**config.mk**
```make
export PLATFORM = sky130hd
export DESIGN_NAME = two_led_breathing_sequencer_top
export DESIGN_NICKNAME = d
export VERILOG_FILES = /design/src/rtl/tlbs_pkg.sv /design/src/rtl/tlbs_cfg.sv /design/src/rtl/tlbs_core.sv /design/src/rtl/two_led_breathing_sequencer_top.sv
export SDC_FILE = /design/constraint.sdc
export NUM_CORES = 1
export LEC_CHECK = 0
export ABC_AREA = 1
export BUFFER_PORTS_ARGS = -buffer_cell sky130_fd_sc_hd__buf_2
export CAP_MARGIN = 20
export CELL_PAD_IN_SITES_DETAIL_PLACEMENT = 1
export CELL_PAD_IN_SITES_GLOBAL_PLACEMENT = 1
export CORE_UTILIZATION = 38
export CTS_CLUSTER_SIZE = 10
export DETAILED_ROUTE_END_ITERATION = 8
export GPL_TIMING_DRIVEN = 1
export HOLD_SLACK_MARGIN = 0.1
export PLACE_DENSITY_LB_ADDON = 0.2
export SETUP_SLACK_MARGIN = 0.3
export SLEW_MARGIN = 25
export SYNTH_ARGS = -nofsm -noshare
export SYNTH_HDL_FRONTEND = slang
export SYNTH_SLANG_ARGS = --single-unit
```
**constraint.sdc**
```tcl
create_clock -name i_clk -period 5.5 [get_ports i_clk]
set_clock_uncertainty 0.2 [all_clocks]
set_input_delay 0.825 -clock i_clk [delete_from_list [all_inputs] [get_ports i_clk]]
set_output_delay 0.825 -clock i_clk [all_outputs]
set_load 0.03 [all_outputs]
```
**src/rtl/tlbs_pkg.sv**
```systemverilog
`timescale 1ns / 1ps

package tlbs_pkg;

    // fixed widths from the field definitions
    localparam int CFG_DATA_BITS   = 64;
    localparam int CFG_ADDR_BITS   = 6;
    localparam int STAGE_BITS      = 3;
    localparam int FIELD_BITS      = 16;
    localparam int DEF_PERIOD_BITS = 16;

    // highest stage count the period tables hold
    localparam logic [3:0] NUM_STAGES = 4'd8;

    // register indexes (byte address is 8 * index)
    localparam logic [2:0] REG_PERIOD_LOW  = 3'd0;
    localparam logic [2:0] REG_PERIOD_HIGH = 3'd1;
    localparam logic [2:0] REG_STAGE_COUNT = 3'd2;
    localparam logic [2:0] REG_SECOND_FROM = 3'd3;
    localparam logic [2:0] REG_MODE_COUNT  = 3'd4;

    // register reset values
    localparam logic [63:0] RST_PERIOD_LOW  = 64'h00C8_012C_00C8_012C;
    localparam logic [63:0] RST_PERIOD_HIGH = 64'h012C_0190_00C8_012C;
    localparam logic [3:0]  RST_STAGE_COUNT = 4'd8;
    localparam logic [3:0]  RST_SECOND_FROM = 4'd6;
    localparam logic [1:0]  RST_MODE_COUNT  = 2'd3;

    // operation codes
    localparam logic OP_TICK   = 1'b0;
    localparam logic OP_BUTTON = 1'b1;

    // mode codes
    localparam logic [1:0] MODE_OFF     = 2'd0;
    localparam logic [1:0] MODE_BREATHE = 2'd1;
    localparam logic [1:0] MODE_STEADY  = 2'd2;

    typedef struct packed {
        logic [63:0] period_low;
        logic [63:0] period_high;
        logic [3:0]  stage_count;
        logic [3:0]  second_from;
        logic [1:0]  mode_count;
    } t_cfg;

    typedef struct packed {
        logic       pin_a;
        logic       pin_b;
        logic [1:0] mode;
    } t_res;

endpackage

```
**src/rtl/tlbs_cfg.sv**
```systemverilog
`timescale 1ns / 1ps

module tlbs_cfg (
    input  logic                                  i_clk,
    input  logic                                  i_rst_n,
    input  logic                                  psel,
    input  logic                                  penable,
    input  logic                                  pwrite,
    input  logic [tlbs_pkg::CFG_ADDR_BITS-1:0]    paddr,
    input  logic [tlbs_pkg::CFG_DATA_BITS-1:0]    pwdata,
    output logic [tlbs_pkg::CFG_DATA_BITS-1:0]    prdata,
    output logic                                  pready,
    output tlbs_pkg::t_cfg                        o_cfg
);
    import tlbs_pkg::*;

    t_cfg       r_cfg;
    logic       wr_en;
    logic [2:0] reg_idx;

    assign wr_en   = psel && penable && pwrite;
    assign reg_idx = paddr[CFG_ADDR_BITS-1:3];
    assign pready  = 1'b1;
    assign o_cfg   = r_cfg;

    always_ff @(posedge i_clk) begin
        if (!i_rst_n) begin
            r_cfg.period_low  <= RST_PERIOD_LOW;
            r_cfg.period_high <= RST_PERIOD_HIGH;
            r_cfg.stage_count <= RST_STAGE_COUNT;
            r_cfg.second_from <= RST_SECOND_FROM;
            r_cfg.mode_count  <= RST_MODE_COUNT;
        end else if (wr_en) begin
            case (reg_idx)
                REG_PERIOD_LOW:  r_cfg.period_low  <= pwdata;
                REG_PERIOD_HIGH: r_cfg.period_high <= pwdata;
                REG_STAGE_COUNT: r_cfg.stage_count <= pwdata[3:0];
                REG_SECOND_FROM: r_cfg.second_from <= pwdata[3:0];
                REG_MODE_COUNT:  r_cfg.mode_count  <= pwdata[1:0];
                default: ;
            endcase
        end
    end

    always_comb begin
        case (reg_idx)
            REG_PERIOD_LOW:  prdata = r_cfg.period_low;
            REG_PERIOD_HIGH: prdata = r_cfg.period_high;
            REG_STAGE_COUNT: prdata = {60'd0, r_cfg.stage_count};
            REG_SECOND_FROM: prdata = {60'd0, r_cfg.second_from};
            REG_MODE_COUNT:  prdata = {62'd0, r_cfg.mode_count};
            default:         prdata = '0;
        endcase
    end

endmodule

```
**src/rtl/tlbs_core.sv**
```systemverilog
`timescale 1ns / 1ps

module tlbs_core #(
    parameter int PERIOD_BITS = tlbs_pkg::DEF_PERIOD_BITS
) (
    input  logic           i_clk,
    input  logic           i_rst_n,
    input  logic           i_advance,
    input  logic           i_op,
    input  logic           i_first_sample_low,
    input  logic           i_second_sample_low,
    input  tlbs_pkg::t_cfg i_cfg,
    output tlbs_pkg::t_res o_res
);
    import tlbs_pkg::*;

    // state
    logic [1:0]             r_mode,   n_mode;
    logic [STAGE_BITS-1:0]  r_stage,  n_stage;
    logic [PERIOD_BITS-1:0] r_tick,   n_tick;
    logic [PERIOD_BITS-1:0] r_duty,   n_duty;
    logic                   r_bright, n_bright;
    logic                   r_second, n_second;
    logic                   r_pin_a,  n_pin_a;
    logic                   r_pin_b,  n_pin_b;

    // breathing step
    logic [63:0]            period_word;
    logic [FIELD_BITS-1:0]  period_field;
    logic [PERIOD_BITS-1:0] period;
    logic [PERIOD_BITS:0]   duty_sum;
    logic [STAGE_BITS:0]    stage_sum;
    logic [3:0]             stage_lim;
    logic [2:0]             mode_sum;
    logic [1:0]             mode_lim;
    logic [PERIOD_BITS-1:0] b_tick;
    logic [PERIOD_BITS-1:0] b_duty;
    logic [STAGE_BITS-1:0]  b_stage;
    logic                   b_bright;
    logic                   b_second;
    logic                   b_pin_a;
    logic                   b_pin_b;
    logic                   lit;

    // period of the current stage, zero counts as one
    always_comb begin
        period_word = r_stage[2] ? i_cfg.period_high : i_cfg.period_low;
        case (r_stage[1:0])
            2'd0:    period_field = period_word[15:0];
            2'd1:    period_field = period_word[31:16];
            2'd2:    period_field = period_word[47:32];
            default: period_field = period_word[63:48];
        endcase
        period = period_field[PERIOD_BITS-1:0];
        if (period == '0) begin
            period = {{(PERIOD_BITS-1){1'b0}}, 1'b1};
        end
    end

    always_comb begin
        if (i_cfg.stage_count == 4'd0) begin
            stage_lim = 4'd1;
        end else if (i_cfg.stage_count > NUM_STAGES) begin
            stage_lim = NUM_STAGES;
        end else begin
            stage_lim = i_cfg.stage_count;
        end
        mode_lim  = (i_cfg.mode_count == 2'd0) ? 2'd1 : i_cfg.mode_count;
        duty_sum  = {1'b0, r_duty} + {{PERIOD_BITS{1'b0}}, 1'b1};
        stage_sum = {1'b0, r_stage} + {{STAGE_BITS{1'b0}}, 1'b1};
        mode_sum  = {1'b0, r_mode} + 3'd1;
    end

    // one breathing tick
    always_comb begin
        b_tick   = r_tick;
        b_duty   = r_duty;
        b_stage  = r_stage;
        b_bright = r_bright;
        b_second = r_second;
        b_pin_a  = r_pin_a;
        b_pin_b  = r_pin_b;
        if (r_tick >= period) begin
            b_tick = '0;
            if (duty_sum >= {1'b0, period}) begin
                // duty wrapped: flip direction, next stage
                b_duty   = '0;
                b_bright = ~r_bright;
                b_stage  = (stage_sum >= stage_lim) ? '0 : stage_sum[STAGE_BITS-1:0];
                if ({1'b0, b_stage} >= i_cfg.second_from) begin
                    b_second = 1'b1;
                    b_pin_a  = 1'b1;
                end else begin
                    b_second = 1'b0;
                    b_pin_b  = 1'b1;
                end
            end else begin
                b_duty = duty_sum[PERIOD_BITS-1:0];
            end
        end
        // brightening drives the pin low while below duty
        lit = (b_tick < b_duty) ^ b_bright;
        if (b_second) begin
            b_pin_b = lit;
        end else begin
            b_pin_a = lit;
        end
    end

    always_comb begin
        n_mode   = r_mode;
        n_stage  = r_stage;
        n_tick   = r_tick;
        n_duty   = r_duty;
        n_bright = r_bright;
        n_second = r_second;
        n_pin_a  = r_pin_a;
        n_pin_b  = r_pin_b;
        if (i_op == OP_BUTTON) begin
            if (i_first_sample_low && i_second_sample_low) begin
                n_mode = (mode_sum >= {1'b0, mode_lim}) ? MODE_OFF : mode_sum[1:0];
            end
        end else begin
            case (r_mode)
                MODE_OFF: begin
                    n_pin_a = 1'b1;
                    n_pin_b = 1'b1;
                end
                MODE_BREATHE: begin
                    n_stage  = b_stage;
                    n_tick   = b_tick + {{(PERIOD_BITS-1){1'b0}}, 1'b1};
                    n_duty   = b_duty;
                    n_bright = b_bright;
                    n_second = b_second;
                    n_pin_a  = b_pin_a;
                    n_pin_b  = b_pin_b;
                end
                MODE_STEADY: begin
                    n_pin_a = 1'b1;
                    n_pin_b = 1'b0;
                end
                default: ;
            endcase
        end
    end

    always_ff @(posedge i_clk) begin
        if (!i_rst_n) begin
            r_mode   <= MODE_OFF;
            r_stage  <= '0;
            r_tick   <= '0;
            r_duty   <= '0;
            r_bright <= 1'b1;
            r_second <= 1'b0;
            r_pin_a  <= 1'b1;
            r_pin_b  <= 1'b1;
        end else if (i_advance) begin
            r_mode   <= n_mode;
            r_stage  <= n_stage;
            r_tick   <= n_tick;
            r_duty   <= n_duty;
            r_bright <= n_bright;
            r_second <= n_second;
            r_pin_a  <= n_pin_a;
            r_pin_b  <= n_pin_b;
        end
    end

    assign o_res.pin_a = n_pin_a;
    assign o_res.pin_b = n_pin_b;
    assign o_res.mode  = n_mode;

endmodule

```
**src/rtl/two_led_breathing_sequencer_top.sv**
```systemverilog
`timescale 1ns / 1ps
// two-led breathing sequencer
// input channel (i_in_valid / o_in_ready) carries one beat per main-loop tick
// or button event: i_op, i_first_sample_low, i_second_sample_low
// output channel (o_out_valid / i_out_ready) returns exactly one beat per
// input beat: both active-low pin levels and the mode after that step
// an input beat is registered in the input register; the sequencer state and
// the result register then update together once the result register is free
// or draining, so a receiver stall can hold the beat in the input register
// throughput is one beat per cycle while results are taken; the state update
// (period compare, duty and stage increment-and-wrap) is combinational logic
// when the receiver stalls, the result register holds its beat and the input
// register can still take one more beat; only then does o_in_ready drop
// reset (synchronous, active low) empties both registers, puts the block in
// mode off with both pins high, and loads the default period table,
// stage count, second-led threshold and mode count
// the apb-style port at byte address 8*index writes and reads the registers;
// write only while no beat is in flight
module two_led_breathing_sequencer_top #(
    parameter int PERIOD_BITS = tlbs_pkg::DEF_PERIOD_BITS
) (
    input  logic                               i_clk,
    input  logic                               i_rst_n,
    // input channel
    input  logic                               i_in_valid,
    output logic                               o_in_ready,
    input  logic                               i_op,
    input  logic                               i_first_sample_low,
    input  logic                               i_second_sample_low,
    // output channel
    output logic                               o_out_valid,
    input  logic                               i_out_ready,
    output logic                               o_led_a_level,
    output logic                               o_led_b_level,
    output logic [1:0]                         o_current_mode,
    // configuration port
    input  logic                               psel,
    input  logic                               penable,
    input  logic                               pwrite,
    input  logic [tlbs_pkg::CFG_ADDR_BITS-1:0] paddr,
    input  logic [tlbs_pkg::CFG_DATA_BITS-1:0] pwdata,
    output logic [tlbs_pkg::CFG_DATA_BITS-1:0] prdata,
    output logic                               pready
);
    import tlbs_pkg::*;

    t_cfg cfg;
    t_res res;

    // input register
    logic r_in_valid, n_in_valid;
    logic r_op;
    logic r_s1;
    logic r_s2;

    // result register
    logic r_out_valid, n_out_valid;
    t_res r_out;

    logic in_fire;
    logic advance;

    // the held beat moves on when the result register is free or draining
    assign advance    = r_in_valid && (!r_out_valid || i_out_ready);
    assign o_in_ready = !r_in_valid || advance;
    assign in_fire    = i_in_valid && o_in_ready;

    always_comb begin
        n_in_valid = r_in_valid;
        if (in_fire) begin
            n_in_valid = 1'b1;
        end else if (advance) begin
            n_in_valid = 1'b0;
        end
        n_out_valid = r_out_valid;
        if (advance) begin
            n_out_valid = 1'b1;
        end else if (i_out_ready) begin
            n_out_valid = 1'b0;
        end
    end

    always_ff @(posedge i_clk) begin
        if (!i_rst_n) begin
            r_in_valid  <= 1'b0;
            r_out_valid <= 1'b0;
        end else begin
            r_in_valid  <= n_in_valid;
            r_out_valid <= n_out_valid;
        end
    end

    // payload registers, no reset
    always_ff @(posedge i_clk) begin
        if (in_fire) begin
            r_op <= i_op;
            r_s1 <= i_first_sample_low;
            r_s2 <= i_second_sample_low;
        end
        if (advance) begin
            r_out <= res;
        end
    end

    tlbs_cfg u_cfg (
        .i_clk   (i_clk),
        .i_rst_n (i_rst_n),
        .psel    (psel),
        .penable (penable),
        .pwrite  (pwrite),
        .paddr   (paddr),
        .pwdata  (pwdata),
        .prdata  (prdata),
        .pready  (pready),
        .o_cfg   (cfg)
    );

    tlbs_core #(
        .PERIOD_BITS (PERIOD_BITS)
    ) u_core (
        .i_clk               (i_clk),
        .i_rst_n             (i_rst_n),
        .i_advance           (advance),
        .i_op                (r_op),
        .i_first_sample_low  (r_s1),
        .i_second_sample_low (r_s2),
        .i_cfg               (cfg),
        .o_res               (res)
    );

    assign o_out_valid    = r_out_valid;
    assign o_led_a_level  = r_out.pin_a;
    assign o_led_b_level  = r_out.pin_b;
    assign o_current_mode = r_out.mode;

endmodule

```
==> flow_summary.toml, run 1 <==
[setup_path]
cp-end-kind = "flip-flop"
cp_slowest_cell = "o41ai_4"
path_max_fanout = 5
slowest_delay_ns = 0.40
r2r_end = "o_led_a_level$_DFFE_PP_"
rr_startpoint = "u_core.r_stage[1]$_SDFFE_PN0P_"
cp.arrival_ns = 5.24
critPathMostFrequentCell = "nand2_1"
ff2ff_path_depth = 32
critPathRequiredTime_ns = 5.50
crit_type = "reg -> reg"
startpoint_type = "flip-flop"
cp.buffers_inverters = 6
cp_top_family = "compound AO/OA/AOI/OAI gates"
r2r_slack_ns = 0.26

[finish]
nets = 1825
instances_no_fill = 2065
final_core_util = 0.495
drive_above_1_share = 0.227
fillerInstances = 3475
syn_to_final_growth_pct = 27.0
fin_area_mm2 = 0.0135

[hold_path]
hold_end = "u_core.r_pin_b$_SDFFE_PN1P_"
hold_class = "reg -> reg"
hp-start = "u_core.r_pin_b$_SDFFE_PN1P_"
worstHoldPathCells = 2

[clock_network]
cts_tree = "done"
numClockSinks = 188
h-tree-depth = 4
clock_path_buffers = 2
clkLatencyLatePin_ns = 0.46
ctsHoldBuffers = 0
clockRootBuffer = "clkbuf_16"
cts_made_buffers = 17
clkSlewWorstSetupHoldPaths_ns = 0.09

[global_routing]
grt_pass1_wl_um = 60500
grtUsageTotal = 0.274
antenna_found_initial = 1
grt_pass1_vias = 11100
grt-ovfl-total = 0
grt_max_degree = 90

[floorplan]
die_w_um = 169
coreArea_mm2 = 0.0272
die_area_mm2 = 0.0286
io_pins = 151
fp.dieH_um = 169
start_util = 0.390
num_rows = 60

[timing]
final-setup-viol-count = 0
slew_violations = 0
finalHoldViolCount = 0
fmax_mhz = 191
grt_setup_unrepaired = "yes"
period_minus_slack_ns = 5.24
period_share = 0.953
worst_pin_slew_ns = 0.946
relSlewSlack = 0.369

[drt]
via_per_inst = 5.44
first_iter_violations = 808
dr.pass1.iters = 5
final_antenna_net_count = 0
drc = 0
vias = 11200
drt_wl_total_um = 39600
wire_per_inst_um = 19.2

[placement]
place_hpwl_um = 27700
gp_congestion = 0.842
io_buffers = 146
placed_cell_area_mm2 = 0.0121
dpl.cell_count = 2010

[yosys]
syn_nets = 1652
synth_area_leaders = "dfxtp_1 (34%), o21ai_0 (9.3%), a21oi_1 (8.2%)"
synthSimpleGateAreaFrac = 0.179
synthMuxAreaShare = 0
synth_cells = 1506
synthAdderAreaFrac = 0.0786
synth-compound-area-share = 0.260
synth.most_common_cell = "inv_1"
synth_common_cells = "inv_1 (211), nand2_1 (204), o21ai_0 (198), dfxtp_1 (181), a21oi_1 (173)"
synthDistinctLibCells = 47
synth-main-ff-cell = "dfxtp_1"
yosys.area.top_type = "dfxtp_1"
async_flop_share = 0
synth_top_family_by_area = "compound AO/OA/AOI/OAI gates"
synth-xor-area-share = 0.0116
syn-mean-instance-area_um2 = 7.04
ys_seq_area_frac = 0.362
ys_ff_latch = 188
yosysWarnings = 0
synth.top_cell.area_share = 0.342
synth-edff-count = 7
syn-cell-area_mm2 = 0.0106

[power_and_ir_drop]
ir_drop_uv = 214
p_leak_uw = 0.00606
p_per_area_mw_per_mm2 = 227

[status]
outcome = "complete, no violations"

[job]
cap_violations = 0
-- registers in the layout, summed over array words and instances, names as in the netlist --
register         count
o_current_mode       2
o_led_a_level        1
o_led_b_level        1
o_out_valid          1
r_in_valid           1
r_op                 1
r_s1                 1
r_s2                 1
u_cfg.o_cfg        138
u_core.r_bright      1
u_core.r_duty       16
u_core.r_mode        2
u_core.r_pin_a       1
u_core.r_pin_b       1
u_core.r_second      1
u_core.r_stage       3
u_core.r_tick       16
-- per-layer routing --
metal / vias to the layer above / global-route usage / share of wire
met5: - / 0 / 0
met3: 72 / 0.0318 / 0.044
met1: 5417 / 0.377 / 0.47
met4: 0 / 0.116 / 0.033
met2: 338 / 0.435 / 0.45
li1: 5416 / - / -
-- worst register-to-register path: cells and delay by family (launching register included) --
kind | cells | cell delay (ns)
and+or+nand+nor | 15 | 1.38
DFF | 1 | 0.34
adders and majority gates | 3 | 0.83
buffers and inverters | 6 | 0.67
AOI/OAI and AO/OA | 8 | 1.55
-- how the worst max path moves through the flow --
stage | from | to | slack, ns | cells past startpoint
2_1_floorplan | u_core.r_stage[0]$_SDFFE_PN0P_ | o_led_a_level$_DFFE_PP_ | 0.32 | 30
3_3_place_gp | u_core.r_stage[1]$_SDFFE_PN0P_ | o_led_a_level$_DFFE_PP_ | -0.08 | 31
3_5_place_dp | u_core.r_stage[1]$_SDFFE_PN0P_ | o_led_a_level$_DFFE_PP_ | -0.14 | 31
4_1_cts | u_core.r_stage[1]$_SDFFE_PN0P_ | o_led_a_level$_DFFE_PP_ | 0.33 | 32
5_1_grt | u_core.r_stage[0]$_SDFFE_PN0P_ | u_core.r_pin_a$_SDFFE_PN1P_ | 0.06 | 34
6_report | u_core.r_stage[1]$_SDFFE_PN0P_ | o_led_a_level$_DFFE_PP_ | 0.26 | 32
-- what timing repair did --
action / in CTS / in global routing
setup endpoints to repair: 6 / 7
gates resized for setup: 26 / 76
setup buffers: 4 / 15
pin swaps: 11 / 38
endpoints found under the hold margin: 0 / 0
gates cloned: 1 / 2
-- placed cells by master (no fill, tap or decap), drive strengths merged, types with 13 or more instances in the layout --
cell type	instances
ha	65
a21oi	174
o22ai	24
inv	224
clkbuf	19
dfxtp	181
o221ai	26
o21ai	198
nand2	209
nor3	20
buf	235
xor2	13
nor2	146
o211ai	26
nand3	49
-- power by group --
part	internal, µW	total, µW	leakage, µW	switching (µW)
sequential	1390	1400	0.00153	14.2
combinational	84.5	261	0.00421	177
clock	682	1390	0.000316	710
-- layout make-up --
cell class | instances | area (µm²) | area share
Antenna cell | 1 | 2.50 | 0.000186
Multi-Input combinational cell | 1013 | 6060 | 0.450
Sequential cell | 188 | 3840 | 0.286
Clock buffer | 17 | 425 | 0.0316
Tap cell | 372 | 465 | 0.0346
Inverter | 222 | 850 | 0.0631
Clock inverter | 15 | 231 | 0.0172
Timing Repair Buffer | 237 | 1590 | 0.118
-- through the flow --
step | worst slack (ns) | total power, µW | TNS, ns | hold WS [ns]
detailed placement | -0.141 | 1680 | -0.497 | 0.262
global route | 0.0593 | 3150 | 0 | 0.309
global placement | -0.0840 | 1680 | -0.201 | 0.250
CTS | 0.334 | 3070 | 0 | 0.284
floorplan | 0.320 | 1580 | 0 | 0.240
finish | 0.261 | 3060 | 0 | 0.279
-- cell families after synthesis --
kind of cell,Yosys count
compound gates,488
simple gates,444
buf+inv,305
flops,188
fa+ha+maj,66
xor+xnor,14
other cells,1
(Power assumes the default switching activity.)
==> run 2: changes to the inputs <==
Settings changed: CORE_ASPECT_RATIO set to 0.75.
==> run 2 against run 1 <==
Power down 4.7%; largest power group unchanged; flip-flop and latch count unchanged; cell area down 0.75%; via count down 0.87%.
==> flow_summary.toml, run 2 (synthesis gave the netlist of run 1 again) <==
[setup_path]
critPathRequiredTime_ns = 5.59
crit_type = "reg -> reg"
slowest_delay_ns = 0.37
cp.arrival_ns = 5.32
cp_slowest_cell = "o41ai_2"
startpoint_type = "flip-flop"
critPathMostFrequentCell = "nand2_2"
cp_top_family = "simple AND/OR/NAND/NOR gates"
path_max_fanout = 7
cp-end-kind = "flip-flop"
cp.buffers_inverters = 9

[timing]
fin_ws_ns = 0.271
finalHoldViolCount = 0
grt_setup_unrepaired = "yes"
slew_violations = 0
fmax_mhz = 191
relSlewSlack = 0.405
period_share = 0.951
period_minus_slack_ns = 5.23
final-setup-viol-count = 0
worst_pin_slew_ns = 0.893

[finish]
syn_to_final_growth_pct = 26.0
largest_register_ffs = 138
layout_commonest_cell = "inv_1"
fin_area_mm2 = 0.0134
layout_common_cells = "inv_1 (199), nand2_1 (197), o21ai_0 (197)"
fillerInstances = 3445
nets = 1830
drive_above_1_share = 0.232

[clock_network]
clock_path_buffers = 2
clockRootBuffer = "clkbuf_16"
clkSlewWorstSetupHoldPaths_ns = 0.07
cts_made_buffers = 17
numClockSinks = 188
clkLatencyLatePin_ns = 0.44
h-tree-depth = 4
cts_tree = "done"

[drt]
via_per_inst = 5.44
drc = 0
first_iter_violations = 735
final_antenna_net_count = 0
dr.pass1.iters = 5
wire_per_inst_um = 19.6
drt_wl_total_um = 40100
vias = 11100

[floorplan]
start_util = 0.390
coreArea_mm2 = 0.0272
die_w_um = 195
num_rows = 52
io_pins = 151
fp.dieH_um = 147
die_area_mm2 = 0.0286

[power_and_ir_drop]
p_leak_uw = 0.00598
ir_drop_uv = 234
p_per_area_mw_per_mm2 = 218

[placement]
gp_congestion = 0.866
place_hpwl_um = 28800
placed_cell_area_mm2 = 0.0121
io_buffers = 146
pre_cts_slack_ns = -0.0112

[job]
cap_violations = 0

[hold_path]
hold_class = "reg -> reg"

[global_routing]
grt_pass1_wl_um = 61800
antenna_found_initial = 1
grtUsageTotal = 0.278
grt_pass1_vias = 10900
grt-ovfl-total = 0
grt_max_degree = 87

[status]
outcome = "complete, no violations"
## run 2: cell count changes in the layout (fill, tap and decap cells not counted), sizes merged
cell,before,now
inv,224,221
clkinvlp,1,3
clkinv,11,9
buf,235,242
## run 2: cell type report
class / instances / area, µm² / area share
antenna: 1 / 2.50 / 0.000187
clock inverter: 12 / 118 / 0.00880
tap: 351 / 439 / 0.0329
sequential: 188 / 3840 / 0.287
inverter: 222 / 838 / 0.0628
timing repair buffer: 242 / 1560 / 0.117
multi-input combinational: 1013 / 6120 / 0.458
clock buffer: 19 / 443 / 0.0332
## run 2: final timing paths
check	startpoint	to	slack [ns]	cells after the start
hold / removal	u_cfg.o_cfg[122]$_SDFFE_PN0P_	u_cfg.o_cfg[122]$_SDFFE_PN0P_	0.28	2
setup / recovery	u_core.r_stage[1]$_SDFFE_PN0P_	o_led_b_level$_DFFE_PP_	0.27	34
setup reg to reg	u_core.r_stage[1]$_SDFFE_PN0P_	o_led_b_level$_DFFE_PP_	0.27	34
hold reg to reg	u_cfg.o_cfg[122]$_SDFFE_PN0P_	u_cfg.o_cfg[122]$_SDFFE_PN0P_	0.28	2
## run 2: metal layers
metal  track usage  vias up  routed length (µm)
met4        0.0630        0                 425
met5             0        -                   0
met3        0.0450       25                2240
li1              -     5428                   -
met2         0.423      321               17800
met1         0.408     5371               19600
## run 2: per-stage QoR
step / hold WS, ns / power, µW / TNS [ns] / utilization / std cells
2_1_floorplan: 0.240 / 1580 / 0 / - / 1506
6_report: 0.281 / 2910 / 0 / 0.491 / 2048
3_3_place_gp: 0.257 / 1680 / 0 / 0.444 / 1995
4_1_cts: 0.278 / 2920 / 0 / 0.474 / 2039
5_1_grt: 0.313 / 3010 / 0 / 0.491 / 2048
3_5_place_dp: 0.267 / 1690 / -0.0166 / 0.444 / 1995
## run 2: what timing repair did
action / CTS / global route
endpoints found under the setup margin: 5 / 7
hold buffers: 0 / 0
gates resized for setup: 28 / 85
pin swaps: 16 / 38
setup buffers: 13 / 8
## run 2: where the power goes
group / total [µW] / internal (µW) / switching (µW)
Combinational: 275 / 92.3 / 183
Sequential: 1400 / 1390 / 14.3
Clock: 1230 / 641 / 591
## run 2: worst register-to-register path, delay by kind of cell (launching register included)
family | cells | cell delay [ns]
buffers and inverters | 9 | 1.11
AOI/OAI and AO/OA | 5 | 0.99
DFF | 1 | 0.34
and+or+nand+nor | 17 | 1.76
adders and majority gates | 3 | 0.66
==> run 3: changes to the inputs <==
Settings changed: ABC_AREA 1 to unset, CORE_ASPECT_RATIO 0.75 to unset, CORE_UTILIZATION 38 to 39.
==> run 3 against run 2 <==
The flow now finishes with violations (design-rule violations, negative setup slack); clock-buffer cell count shrank 1; wire length increased by 0.97%; flip-flop and latch count did not move; utilization is 3.6 points higher; register-to-register slack got worse by 0.80 ns; hold slack lost 0.00063 ns; via count is 1.5% lower; area after synthesis fell by 1.0%; combinational power decreased by 8.4%; critical path depth fell by 6; largest power group unchanged; highest routed layer unchanged.
==> flow_summary.toml, run 3 <==
[clock_network]
clkLatencyLatePin_ns = 0.45
cts_made_buffers = 17
clkSlewWorstSetupHoldPaths_ns = 0.09
clockRootBuffer = "clkbuf_16"
ctsHoldBuffers = 0
clock_path_buffers = 2
cts_tree = "done"
h-tree-depth = 4
numClockSinks = 188

[hold_path]
hold_class = "reg -> reg"

[yosys]
syn-cell-area_mm2 = 0.0105
synth-edff-count = 7
synth.top_cell.area_share = 0.345
async_flop_share = 0
synth_common_cells = "nand2_1 (304), dfxtp_1 (181), a21oi_1 (133), clkbuf_1 (80), nor2_1 (77)"
yosys.area.top_type = "dfxtp_1"
yosysWarnings = 0
syn-mean-instance-area_um2 = 8.05
ys_seq_area_frac = 0.365
synth_area_leaders = "dfxtp_1 (35%), nand2_1 (11%), ha_1 (7.8%)"
synthDistinctLibCells = 58
synth_cells = 1304
syn_nets = 1450
synth-main-ff-cell = "dfxtp_1"
synth.most_common_cell = "nand2_1"
ys_ff_latch = 188

[finish]
layout_commonest_cell = "nand2_1"
fin_area_mm2 = 0.0138
fillerInstances = 3167
drive_above_1_share = 0.292
syn_to_final_growth_pct = 31.7
largest_register_ffs = 138
nets = 1718
diodes = 0
instances_no_fill = 1919
layout_common_cells = "nand2_1 (300), dfxtp_1 (179), buf_4 (176)"

[drt]
final_antenna_net_count = 0
drt_wl_total_um = 40500
first_iter_violations = 843
vias = 11000
via_per_inst = 5.72
drc = 2
wire_per_inst_um = 21.1
dr.pass1.iters = 8

[setup_path]
cp-end-kind = "flip-flop"
critPathRequiredTime_ns = 5.50
cp_slowest_cell = "or4_4"
path_max_fanout = 16
crit_type = "reg -> reg"
r2r_end = "o_led_a_level$_DFFE_PP_"
rr_startpoint = "u_core.r_stage[1]$_SDFFE_PN0P_"
crit_end = "o_led_a_level$_DFFE_PP_"
startpoint_type = "flip-flop"
r2r_slack_ns = -0.53
startpoint = "u_core.r_stage[1]$_SDFFE_PN0P_"
ff2ff_path_depth = 28
slowest_delay_ns = 0.51
cp.arrival_ns = 6.03
critPathMostFrequentCell = "buf_4"

[placement]
gp_congestion = 0.818
placed_cell_area_mm2 = 0.0126
dpl.cell_count = 1846
place_hpwl_um = 26500
io_buffers = 146

[timing]
fin_ws_ns = -0.533
period_share = 1.10
relSlewSlack = 0.390
worst_hold_slack_ns = 0.280
fin_tns_setup_ns = -1.91
fmax_mhz = 166
final-setup-viol-count = 4
worst_pin_slew_ns = 0.914
finalHoldViolCount = 0
period_minus_slack_ns = 6.03
slew_violations = 0
grt_setup_unrepaired = "yes"

[power_and_ir_drop]
p_total_uw = 2930
netSwitchingFraction = 0.279
p_leak_uw = 0.00583
p_comb_frac = 0.086
p_seq_frac = 0.476
p_per_area_mw_per_mm2 = 212
power_frac_clock = 0.438
internal_power_uw = 2110
ir_drop_uv = 149
p_sw_uw = 819

[global_routing]
grtUsageTotal = 0.292
grt-ovfl-total = 0
grt_pass1_wl_um = 63500
grt_max_degree = 80
antenna_found_initial = 0
grt_pass1_vias = 11500

[job]
cap_violations = 0

[status]
outcome = "finished, violations left"
violations = "design-rule violations, negative setup slack"

[floorplan]
die_area_mm2 = 0.0276
fp.dieH_um = 166
coreArea_mm2 = 0.0262
io_pins = 151
num_rows = 59
start_util = 0.400
die_w_um = 166
## run 3: routing by layer
metal	vias to the layer above	global-route usage	part of all wire
met5	-	0	0
met4	0	0.107	0.025
met3	67	0.0386	0.046
met2	322	0.505	0.49
met1	5428	0.371	0.44
li1	5156	-	-
## run 3: worst min-delay path by stage
| stage | start | endpoint | slack [ns] | cells past startpoint |
|---|---|---|---|---|
| floorplan | u_cfg.o_cfg[42]$_SDFFE_PN0P_ | u_cfg.o_cfg[42]$_SDFFE_PN0P_ | 0.25 | 2 |
| global placement | u_cfg.o_cfg[123]$_SDFFE_PN0P_ | u_cfg.o_cfg[123]$_SDFFE_PN0P_ | 0.26 | 2 |
| detailed placement | u_cfg.o_cfg[59]$_SDFFE_PN0P_ | u_cfg.o_cfg[59]$_SDFFE_PN0P_ | 0.27 | 2 |
| CTS | u_cfg.o_cfg[122]$_SDFFE_PN0P_ | u_cfg.o_cfg[122]$_SDFFE_PN0P_ | 0.28 | 2 |
| global route | u_cfg.o_cfg[112]$_SDFFE_PN0P_ | u_cfg.o_cfg[112]$_SDFFE_PN0P_ | 0.30 | 2 |
| finish | u_cfg.o_cfg[122]$_SDFFE_PN0P_ | u_cfg.o_cfg[122]$_SDFFE_PN0P_ | 0.28 | 2 |
## run 3: kinds of logic after synthesis
logic type,share of synthesized area
other cells,0.000357
fa+ha+maj,0.0794
flops,0.365
mux,0.0543
buf+inv,0.0550
compound gates,0.215
simple gates,0.210
xor+xnor,0.0209
## run 3: repair_timing
action                                  CTS  global route
endpoints found under the setup margin    9             9
buffers inserted                         35             7
gates resized for setup                  44            25
pin swaps                                44            16
## run 3: stage by stage
stage | util | setup WS, ns
after floorplan | - | 0.156
after global placement | 0.480 | -0.493
after detailed placement | 0.480 | -0.646
after CTS | 0.521 | -0.376
after global routing | 0.527 | -0.744
final | 0.527 | -0.533
## run 3: final cells by class
cell class | instances | area (µm²) | area share
repair buffers | 341 | 2330 | 0.169
multi-input cells | 965 | 6400 | 0.463
well taps | 335 | 419 | 0.0303
clock inverters | 13 | 145 | 0.0105
clock buffers | 18 | 450 | 0.0326
flip-flops and latches | 188 | 3840 | 0.278
inverters | 59 | 229 | 0.0166
## run 3: power groups by stage
stage          clock [µW]  combinational, µW  sequential, µW
2_1_floorplan           0                127            1430
3_5_place_dp            0                235            1430
5_1_grt              1350                271            1400
4_1_cts              1290                247            1390
6_report             1290                252            1390
3_3_place_gp            0                231            1430
## run 3: worst max-delay path, delay by kind of cell, from the launching register on
family	cells	cell delay, ns
AOI/OAI and AO/OA	13	2.54
adders and majority gates	3	0.61
buffers and inverters	7	0.90
DFF	1	0.40
muxes	1	0.35
and+or+nand+nor	4	0.79
